<file path="src/hw/rtl/afa_pkg.sv">
package afa_pkg;

  localparam int unsigned FIELD_BITS  = 32;
  localparam int unsigned STATUS_BITS = 2;

  localparam logic [STATUS_BITS-1:0] STATUS_DONE  = 2'd0;
  localparam logic [STATUS_BITS-1:0] STATUS_NOFIT = 2'd1;
  localparam logic [STATUS_BITS-1:0] STATUS_FULL  = 2'd2;

  localparam logic CMD_ALLOC = 1'b0;
  localparam logic CMD_FREE  = 1'b1;

  localparam logic [FIELD_BITS-1:0] POOL_RESET = 32'd65536;

  typedef enum logic [4:0] {
    S_INIT,
    S_IDLE,
    S_A_RD,
    S_A_LD,
    S_A_TST,
    S_A_WR,
    S_F_RD,
    S_F_LD,
    S_UP_RD,
    S_UP_WR,
    S_M0,
    S_M0_LD,
    S_M_RD,
    S_M_LD,
    S_DN_RD,
    S_DN_WR,
    S_DONE
  } st_t;

endpackage

</file>
<file path="src/hw/rtl/afa_ram.sv">
module afa_ram #(
  parameter int unsigned WIDTH = 64,
  parameter int unsigned DEPTH = 17
) (
  input  logic                     clk,
  input  logic                     we,
  input  logic [$clog2(DEPTH)-1:0] waddr,
  input  logic [WIDTH-1:0]         wdata,
  input  logic [$clog2(DEPTH)-1:0] raddr,
  output logic [WIDTH-1:0]         rdata
);

  logic [WIDTH-1:0] mem [DEPTH];

  always_ff @(posedge clk) begin
    if (we) begin
      mem[waddr] <= wdata;
    end
    rdata <= mem[raddr];
  end

endmodule

</file>
<file path="src/hw/rtl/aligned_first_fit_allocator.sv">
// Channel | Direction | Ports                       | Contents
// in      | slave     | in_tvalid/tready/tdata/tuser | tdata: req_size, align_bytes, free_offset
//         |           |                             | tuser: cmd
// out     | master    | out_tvalid/tready/tdata/tuser| tdata: granted_offset; tuser: status
// cfg     | slave     | cfg_valid/cfg_ready/cfg_data | pool_size
//
// One item is worked on at a time; the free list lives in a single memory with one
// write and one registered read port, and that port sets the pace. An allocate scans the
// entries until one fits and shifts later entries down when a block is used up. A free
// scans for the insert slot, shifts entries up to open it, sweeps the list for merges
// and shifts entries down for each merge or dropped block.
// After reset, and after each pool_size write, the head entry is rewritten before
// items are taken. A finished result waits in the output register while the next item
// is accepted; only a further result stalls until out_tready frees that register.
module aligned_first_fit_allocator
  import afa_pkg::*;
#(
  parameter int unsigned MAX_FREE_BLOCKS = 16,
  parameter int unsigned ADDR_BITS       = 32
) (
  input  logic        clk,
  input  logic        rst_n,
  input  logic        in_tvalid,
  output logic        in_tready,
  input  logic [95:0] in_tdata,   // [31:0] req_size, [63:32] align_bytes, [95:64] free_offset
  input  logic        in_tuser,   // [0] cmd
  output logic        out_tvalid,
  input  logic        out_tready,
  output logic [31:0] out_tdata,  // [31:0] granted_offset
  output logic [1:0]  out_tuser,  // [1:0] status
  input  logic        cfg_valid,
  output logic        cfg_ready,
  input  logic [31:0] cfg_data    // pool_size
);

  localparam int unsigned A     = ADDR_BITS;
  localparam int unsigned DEPTH = MAX_FREE_BLOCKS + 1;   // one spare slot for an insert
  localparam int unsigned AW    = $clog2(DEPTH);
  localparam int unsigned CW    = $clog2(MAX_FREE_BLOCKS + 2);
  localparam int unsigned XW    = A + FIELD_BITS;

  localparam logic [A-1:0]  AMASK = {A{1'b1}};
  localparam logic [XW-1:0] XMASK = {{FIELD_BITS{1'b0}}, AMASK};

  // Saturate a field value at the top of the offset range.
  function automatic logic [A-1:0] sat_addr(input logic [FIELD_BITS-1:0] v);
    logic [XW-1:0] x;
    x = {{A{1'b0}}, v};
    return (x > XMASK) ? AMASK : x[A-1:0];
  endfunction

  // Keep the low offset bits of a field value.
  function automatic logic [A-1:0] low_addr(input logic [FIELD_BITS-1:0] v);
    logic [XW-1:0] x;
    x = {{A{1'b0}}, v};
    return x[A-1:0];
  endfunction

  st_t state_r, state_nxt, ret_r, ret_nxt;

  logic [FIELD_BITS-1:0]  pool_r, pool_nxt;
  logic [CW-1:0]          cnt_r, cnt_nxt;
  logic [CW-1:0]          i_r, i_nxt;
  logic [CW-1:0]          k_r, k_nxt;
  logic [CW-1:0]          pos_r, pos_nxt;
  logic [A-1:0]           a_r, a_nxt;
  logic [A-1:0]           size_r, size_nxt;
  logic [A-1:0]           off_r, off_nxt;
  logic [A-1:0]           s_r, s_nxt;
  logic [A-1:0]           l_r, l_nxt;
  logic [A-1:0]           pad_r, pad_nxt;
  logic [A-1:0]           lp_r, lp_nxt;
  logic [A-1:0]           cur_s_r, cur_s_nxt;
  logic [A-1:0]           cur_l_r, cur_l_nxt;
  logic [A-1:0]           grant_r, grant_nxt;
  logic [STATUS_BITS-1:0] status_r, status_nxt;
  logic                   ov_r, ov_nxt;
  logic [31:0]            od_r, od_nxt;
  logic [1:0]             ou_r, ou_nxt;

  logic           we;
  logic [AW-1:0]  waddr, raddr;
  logic [2*A-1:0] wdata, rdata;
  logic [A-1:0]   rd_s, rd_l;

  logic [A-1:0] pool_len, in_req_sat, in_off, in_room, in_free_size;
  logic [A-1:0] in_align, in_align_low;
  logic [A-1:0] rem, aligned, left, lp;
  logic         fit, touch, in_acc, cfg_acc, out_free;

  assign rd_s = rdata[2*A-1:A];
  assign rd_l = rdata[A-1:0];

  afa_ram #(
    .WIDTH (2 * A),
    .DEPTH (DEPTH)
  ) u_list (
    .clk   (clk),
    .we    (we),
    .waddr (waddr),
    .wdata (wdata),
    .raddr (raddr),
    .rdata (rdata)
  );

  assign in_tready = (state_r == S_IDLE) && !cfg_valid;
  assign cfg_ready = (state_r == S_IDLE);
  assign in_acc    = in_tvalid && in_tready;
  assign cfg_acc   = cfg_valid && cfg_ready;
  assign out_free  = !ov_r || out_tready;

  assign out_tvalid = ov_r;
  assign out_tdata  = od_r;
  assign out_tuser  = ou_r;

  // Field decoding at the input.
  always_comb begin
    pool_len     = sat_addr(pool_r);
    in_req_sat   = sat_addr(in_tdata[31:0]);
    in_off       = low_addr(in_tdata[95:64]);
    in_room      = AMASK - in_off;
    in_free_size = (low_addr(in_tdata[31:0]) > in_room || in_req_sat > in_room) ?
                   in_room : in_req_sat;
    in_align     = low_addr(in_tdata[63:32]);
    in_align_low = in_align & (~in_align + A'(1));
    if (in_align_low == '0) begin
      in_align_low = A'(1);
    end
  end

  // Shared arithmetic for the scan, the carve and the merge test.
  always_comb begin
    rem     = rd_s & (a_r - A'(1));
    lp      = l_r - pad_r;
    fit     = (pad_r <= l_r) && (size_r <= lp);
    aligned = s_r + pad_r;
    left    = lp_r - size_r;
    touch   = (rd_s >= cur_s_r) && ((rd_s - cur_s_r) == cur_l_r);
  end

  // Next state.
  always_comb begin
    state_nxt = state_r;
    unique case (state_r)
      S_INIT: state_nxt = S_IDLE;
      S_IDLE: begin
        if (cfg_acc) begin
          state_nxt = S_INIT;
        end else if (in_acc) begin
          if (in_tuser == CMD_ALLOC) begin
            state_nxt = S_A_RD;
          end else if (in_free_size == '0) begin
            state_nxt = S_DONE;
          end else begin
            state_nxt = S_F_RD;
          end
        end
      end
      S_A_RD:  state_nxt = (i_r < cnt_r) ? S_A_LD : S_DONE;
      S_A_LD:  state_nxt = S_A_TST;
      S_A_TST: state_nxt = fit ? S_A_WR : S_A_RD;
      S_A_WR:  state_nxt = (left != '0) ? S_DONE : S_DN_RD;
      S_F_RD:  state_nxt = (pos_r < cnt_r) ? S_F_LD : S_UP_RD;
      S_F_LD:  state_nxt = (rd_s <= off_r) ? S_F_RD : S_UP_RD;
      S_UP_RD: state_nxt = (k_r > pos_r) ? S_UP_WR : S_M0;
      S_UP_WR: state_nxt = S_UP_RD;
      S_M0:    state_nxt = S_M0_LD;
      S_M0_LD: state_nxt = S_M_RD;
      S_M_RD: begin
        if (i_r + CW'(1) < cnt_r) begin
          state_nxt = S_M_LD;
        end else if (cnt_r > CW'(MAX_FREE_BLOCKS)) begin
          state_nxt = S_DN_RD;
        end else begin
          state_nxt = S_DONE;
        end
      end
      S_M_LD:  state_nxt = touch ? S_DN_RD : S_M_RD;
      S_DN_RD: state_nxt = (k_r + CW'(1) < cnt_r) ? S_DN_WR : ret_r;
      S_DN_WR: state_nxt = S_DN_RD;
      S_DONE:  state_nxt = out_free ? S_IDLE : S_DONE;
      default: state_nxt = S_INIT;
    endcase
  end

  // Memory port control.
  always_comb begin
    we    = 1'b0;
    waddr = '0;
    wdata = rdata;
    raddr = '0;
    unique case (state_r)
      S_INIT: begin
        we    = 1'b1;
        wdata = {{A{1'b0}}, pool_len};
      end
      S_A_RD:  raddr = i_r[AW-1:0];
      S_A_WR: begin
        we    = (left != '0);
        waddr = i_r[AW-1:0];
        wdata = {aligned + size_r, left};
      end
      S_F_RD:  raddr = pos_r[AW-1:0];
      S_UP_RD: begin
        if (k_r > pos_r) begin
          raddr = k_r[AW-1:0] - AW'(1);
        end else begin
          we    = 1'b1;
          waddr = pos_r[AW-1:0];
          wdata = {off_r, size_r};
        end
      end
      S_UP_WR: begin
        we    = 1'b1;
        waddr = k_r[AW-1:0];
      end
      S_M0:    raddr = '0;
      S_M_RD:  raddr = i_r[AW-1:0] + AW'(1);
      S_M_LD: begin
        we    = touch;
        waddr = i_r[AW-1:0];
        wdata = {cur_s_r, cur_l_r + rd_l};
      end
      S_DN_RD: raddr = k_r[AW-1:0] + AW'(1);
      S_DN_WR: begin
        we    = 1'b1;
        waddr = k_r[AW-1:0];
      end
      default: begin
        we = 1'b0;
      end
    endcase
  end

  // Datapath and bookkeeping registers.
  always_comb begin
    pool_nxt   = pool_r;
    cnt_nxt    = cnt_r;
    i_nxt      = i_r;
    k_nxt      = k_r;
    pos_nxt    = pos_r;
    ret_nxt    = ret_r;
    a_nxt      = a_r;
    size_nxt   = size_r;
    off_nxt    = off_r;
    s_nxt      = s_r;
    l_nxt      = l_r;
    pad_nxt    = pad_r;
    lp_nxt     = lp_r;
    cur_s_nxt  = cur_s_r;
    cur_l_nxt  = cur_l_r;
    grant_nxt  = grant_r;
    status_nxt = status_r;
    ov_nxt     = ov_r && !out_tready;
    od_nxt     = od_r;
    ou_nxt     = ou_r;
    unique case (state_r)
      S_INIT: cnt_nxt = (pool_len != '0) ? CW'(1) : '0;
      S_IDLE: begin
        if (cfg_acc) begin
          pool_nxt = cfg_data;
        end else if (in_acc) begin
          a_nxt      = in_align_low;
          off_nxt    = in_off;
          size_nxt   = (in_tuser == CMD_ALLOC) ? in_req_sat : in_free_size;
          i_nxt      = '0;
          pos_nxt    = '0;
          grant_nxt  = '0;
          status_nxt = STATUS_DONE;
        end
      end
      S_A_RD: begin
        if (i_r >= cnt_r) begin
          status_nxt = STATUS_NOFIT;
          grant_nxt  = '0;
        end
      end
      S_A_LD: begin
        s_nxt   = rd_s;
        l_nxt   = rd_l;
        pad_nxt = (rem == '0) ? '0 : a_r - rem;
      end
      S_A_TST: begin
        lp_nxt = lp;
        if (!fit) begin
          i_nxt = i_r + CW'(1);
        end
      end
      S_A_WR: begin
        grant_nxt = aligned;
        k_nxt     = i_r;
        ret_nxt   = S_DONE;
      end
      S_F_RD: begin
        if (pos_r >= cnt_r) begin
          k_nxt = cnt_r;
        end
      end
      S_F_LD: begin
        if (rd_s <= off_r) begin
          pos_nxt = pos_r + CW'(1);
        end else begin
          k_nxt = cnt_r;
        end
      end
      S_UP_RD: begin
        if (k_r <= pos_r) begin
          cnt_nxt = cnt_r + CW'(1);
        end
      end
      S_UP_WR: k_nxt = k_r - CW'(1);
      S_M0:    i_nxt = '0;
      S_M0_LD: begin
        cur_s_nxt = rd_s;
        cur_l_nxt = rd_l;
      end
      S_M_RD: begin
        if (!(i_r + CW'(1) < cnt_r) && cnt_r > CW'(MAX_FREE_BLOCKS)) begin
          // No merge took place, so the new block still sits at its insert slot.
          k_nxt      = pos_r;
          ret_nxt    = S_DONE;
          status_nxt = STATUS_FULL;
        end
      end
      S_M_LD: begin
        if (touch) begin
          cur_l_nxt = cur_l_r + rd_l;
          k_nxt     = i_r + CW'(1);
          ret_nxt   = S_M_RD;
        end else begin
          cur_s_nxt = rd_s;
          cur_l_nxt = rd_l;
          i_nxt     = i_r + CW'(1);
        end
      end
      S_DN_RD: begin
        if (!(k_r + CW'(1) < cnt_r) && cnt_r != '0) begin
          cnt_nxt = cnt_r - CW'(1);
        end
      end
      S_DN_WR: k_nxt = k_r + CW'(1);
      S_DONE: begin
        if (out_free) begin
          ov_nxt = 1'b1;
          od_nxt = 32'(grant_r);
          ou_nxt = status_r;
        end
      end
      default: begin
        cnt_nxt = cnt_r;
      end
    endcase
  end

  always_ff @(posedge clk) begin
    if (!rst_n) begin
      state_r <= S_INIT;
      ret_r   <= S_DONE;
      pool_r  <= POOL_RESET;
      cnt_r   <= '0;
      ov_r    <= 1'b0;
    end else begin
      state_r <= state_nxt;
      ret_r   <= ret_nxt;
      pool_r  <= pool_nxt;
      cnt_r   <= cnt_nxt;
      ov_r    <= ov_nxt;
    end
  end

  always_ff @(posedge clk) begin
    i_r      <= i_nxt;
    k_r      <= k_nxt;
    pos_r    <= pos_nxt;
    a_r      <= a_nxt;
    size_r   <= size_nxt;
    off_r    <= off_nxt;
    s_r      <= s_nxt;
    l_r      <= l_nxt;
    pad_r    <= pad_nxt;
    lp_r     <= lp_nxt;
    cur_s_r  <= cur_s_nxt;
    cur_l_r  <= cur_l_nxt;
    grant_r  <= grant_nxt;
    status_r <= status_nxt;
    od_r     <= od_nxt;
    ou_r     <= ou_nxt;
  end

endmodule
</file>
<file path="config.mk">
export PLATFORM = sky130hd
export DESIGN_NAME = aligned_first_fit_allocator
export DESIGN_NICKNAME = d
export VERILOG_FILES = /design/src/hw/rtl/afa_pkg.sv /design/src/hw/rtl/afa_ram.sv /design/src/hw/rtl/aligned_first_fit_allocator.sv
export SDC_FILE = /design/constraint.sdc
export NUM_CORES = 2
export LEC_CHECK = 0
export ABC_AREA = 1
export BUFFER_PORTS_ARGS = -buffer_cell sky130_fd_sc_hd__buf_2
export CORE_MARGIN = 4
export CORE_UTILIZATION = 30
export CTS_BUF_LIST = sky130_fd_sc_hd__clkbuf_8 sky130_fd_sc_hd__clkbuf_16
export CTS_CLUSTER_DIAMETER = 120
export DETAILED_ROUTE_END_ITERATION = 7
export SLEW_MARGIN = 20
export SYNTH_ARGS = -nofsm -noshare
export SYNTH_HDL_FRONTEND = slang
export SYNTH_HIERARCHICAL = 1
export SYNTH_SLANG_ARGS = --single-unit
export TNS_END_PERCENT = 1
</file>
<file path="constraint.sdc">
create_clock -name clk -period 31.6 [get_ports clk]
set_clock_uncertainty 0.1 [all_clocks]
set_input_delay 4.74 -clock clk [delete_from_list [all_inputs] [get_ports clk]]
set_output_delay 4.74 -clock clk [all_outputs]
set_load 0.005 [all_outputs]
</file>
==> qor.csv <==
stage,metric,value,unit
yosys,Post-Synthesis Cell Area,81100,µm²
critical_path,crit path DAT,5.39,ns
clock_network,clock latency on the worst-skew pair,0.84,ns
global_routing,initial antenna violation count,8,
clock_network,# Post-CTS Setup Buffers,0,
floorplanning,die area,279000,µm²
yosys,multiplexer area fraction after synthesis,0,%
pwr,PD cells,76.8,nW/µm²
layout,Post-Layout Inst Area,91300,µm²
routing,TritonRoute pass-1 iters,8,
sta,Worst slew margin,19.6,%
yosys,Synth async-reset ratio,0,%
yosys,post-synthesis compound-gate area fraction,7.28,%
clock_network,H-tree depth,4,
pwr,VDD IR-drop max,66.9,µV
layout,layout cells sized above 1,7.46,%
sta,Final Slew Violations,0,
yosys,Yosys cell types,70,
yosys,Synth area leader,edfxtp_1,
yosys,sequential fraction of the synthesis area,56.7,%
min_path,Hold Path Class,reg2reg,
sta,min Tclk post-route,10.23,ns
routing,Final ANT Viol Nets,0,
yosys,main combinational cell family by area after synthesis,simple AND/OR/NAND/NOR gates,
yosys,"Avg Cell Area, Syn",9.33,µm²
critical_path,CP Class,in2out,
clock_network,Clock Tree Buf Depth,3,
critical_path,CP Capture Type,output port,
yosys,Seq cells post-synth,1568,
sta,final hold slack,0.310,ns
clock_network,cts repair resizes,0,
pwr,Static Leakage,37.0,nW
clock_network,total CTS buffers,161,
critical_path,R2R depth,20,
yosys,Post-Synth Adder-Cell Area,5.08,%
floorplanning,die height,528,µm
place,IO Port Bufs,170,
critical_path,Critical Path RT,26.76,ns
sta,Worst Tran Pin Value,1.21,ns
routing,Vias/cell,5.07,
job,maxcap violations,0,
sta,f_max,97.8,MHz
yosys,synth top area cells,"edfxtp_1 54%, nand2_1 12%, nand3_1 6.3%",
yosys,Yosys top cell area share,54.0,%
floorplanning,Top Ports,171,
critical_path,crit start category,primary input,
layout,Final Util,34.0,%
floorplanning,row count,190,
yosys,Synth Instances,8695,
layout,Layout Nets,9320,
yosys,most frequent cell after synthesis,nand2_1,
sta,Final Cycle Share,32.4,%
yosys,syn nets,9154,
min_path,Hold Path Depth,0,
clock_network,CTS root buf,clkbuf_16,
sta,setup TNS,0,ns
global_routing,pin count of the biggest net entering global routing,221,
routing,via count,63600,
place,placed cell area,86000,µm²
sta,unrepaired setup endpoints after global routing,false,
yosys,Post-synth EDFFs,1459,
sta,# setup viols final,0,
floorplanning,Die X,528,µm
clock_network,Clock transition at path regs,0.06,ns
floorplanning,core area,269000,µm²
status,status,finished with violations,
global_routing,first-pass GRT wire length,406000,µm
layout,area grow syn2layout,12.5,%
routing,Residual DRC,22,
yosys,post-synthesis simple-gate area fraction,23.1,%
yosys,Commonest cells post-synth,"2689 x nand2_1, 1459 x edfxtp_1, 1017 x nand3_1",
sta,Final Hold Viols,0,
clock_network,TritonCTS clock tree,done,
routing,final wirelength,280000,µm
global_routing,number of global-route vias before repair,59900,
yosys,Synth Area in XOR/XNOR,1.60,%
clock_network,# hold bufs at CTS,0,
yosys,top_reg_cell synth,edfxtp_1,
status,failing checks,DRC,
critical_path,peak fanout along the critical path,4,
routing,initial detailed-routing violation count,6517,
clock_network,CTS Sinks,1568,
place,placed wire-length estimate,195000,µm
global_routing,GRT Residual Overflow,0,
routing,WL/cell,22.3,µm
global_routing,Total GRT Usage,19.4,%
place,Final GP Congestion,0.982,
floorplanning,initial core utilization,30.2,%
yosys,Synth warnings,6,
-- registers in the layout, summed over array words and instances (netlist names), 32 cells and up --
| register | cells |
|---|---|
| u_list/mem | 1088 |
| l_r | 32 |
| pad_r | 32 |
| pool_len | 32 |
| s_r | 32 |
| u_list/rdata | 64 |
| size_r | 32 |
| off_r | 32 |
| lp_r | 32 |
| cur_s_r | 32 |
| out_tdata | 32 |
| grant_r | 32 |
| cur_l_r | 32 |
| a_r | 32 |
-- placed cells by master, fill, tap and decap left out, types with 23 or more instances in the layout --
master        n
o21ai_0     275
a21oi_1     423
o22ai_1      23
a221oi_1     23
ha_1        318
xor2_1      102
nor3_1       66
nor4_1       28
inv_1       870
nand4_1      72
buf_4       125
edfxtp_1   1459
o21bai_1     28
nor2_1      504
clkinv_2     29
nand3_1    1017
xnor2_1      46
nor2_4       24
o221ai_1     31
clkinv_1     27
clkbuf_16   166
a31oi_1      30
nand2_1    2688
buf_2       170
dfxtp_1     109
-- stage by stage --
stage	power [mW]	std cells	worst slack, ns
final	7.01	12600	21.37
after global routing	7.35	12500	21.34
after CTS	7.01	12500	21.39
after detailed placement	5.12	12200	21.39
after global placement	5.09	12200	21.40
after floorplan	4.21	8695	17.06
-- power by group --
| part | total [mW] | internal, mW | leakage, nW | switching [mW] |
|---|---|---|---|---|
| Clock | 1.88 | 1.04 | 2.72 | 0.842 |
| Sequential | 2.89 | 2.72 | 14.3 | 0.172 |
| Combinational | 2.24 | 0.615 | 19.9 | 1.62 |
-- final cells by class --
cell class	instances	area, µm²
Timing Repair Buffer	302	1920
Tap cell	3552	4440
Antenna cell	5	12.5
Fill cell	27200	177000
Inverter	850	3220
Clock buffer	174	4260
Multi-Input combinational cell	5978	30400
Clock inverter	123	1000
Sequential cell	1568	46000
-- worst paths after layout --
check / startpoint / to / slack [ns]
hold reg to reg: grant_r[21]$_SDFFCE_PN0P_ / out_tdata[21]$_DFFE_PP_ / 0.31
setup reg to reg: pad_r[1]$_SDFFCE_PN0P_ / u_list/mem[13][60]$_DFFE_PP_ / 24.98
setup / recovery: cfg_valid / in_tready / 21.37
hold / removal: grant_r[21]$_SDFFCE_PN0P_ / out_tdata[21]$_DFFE_PP_ / 0.31
-- logic make-up (layout without fill, tap and decap cells) --
logic type      count (synthesis)  after routing
simple gates                 4489           4489
fa+ha+maj                     325            325
flops                        1568           1568
buf+inv                      1149           1449
other cells                     0              5
compound gates               1016           1016
xor+xnor                      148            148
-- critical path, cell delays in order --
cell and delay (ns):
buf_2 0.14, nor2_1 0.26, buf_2 0.24
-- routing by layer --
metal / wire, µm / track usage (%)
met1: 121000 / 26.3
met3: 17900 / 2.49
met5: 13 / 0
met2: 129000 / 31.5
met4: 12200 / 7.85
Note: power is estimated with default switching activity, not from simulation.
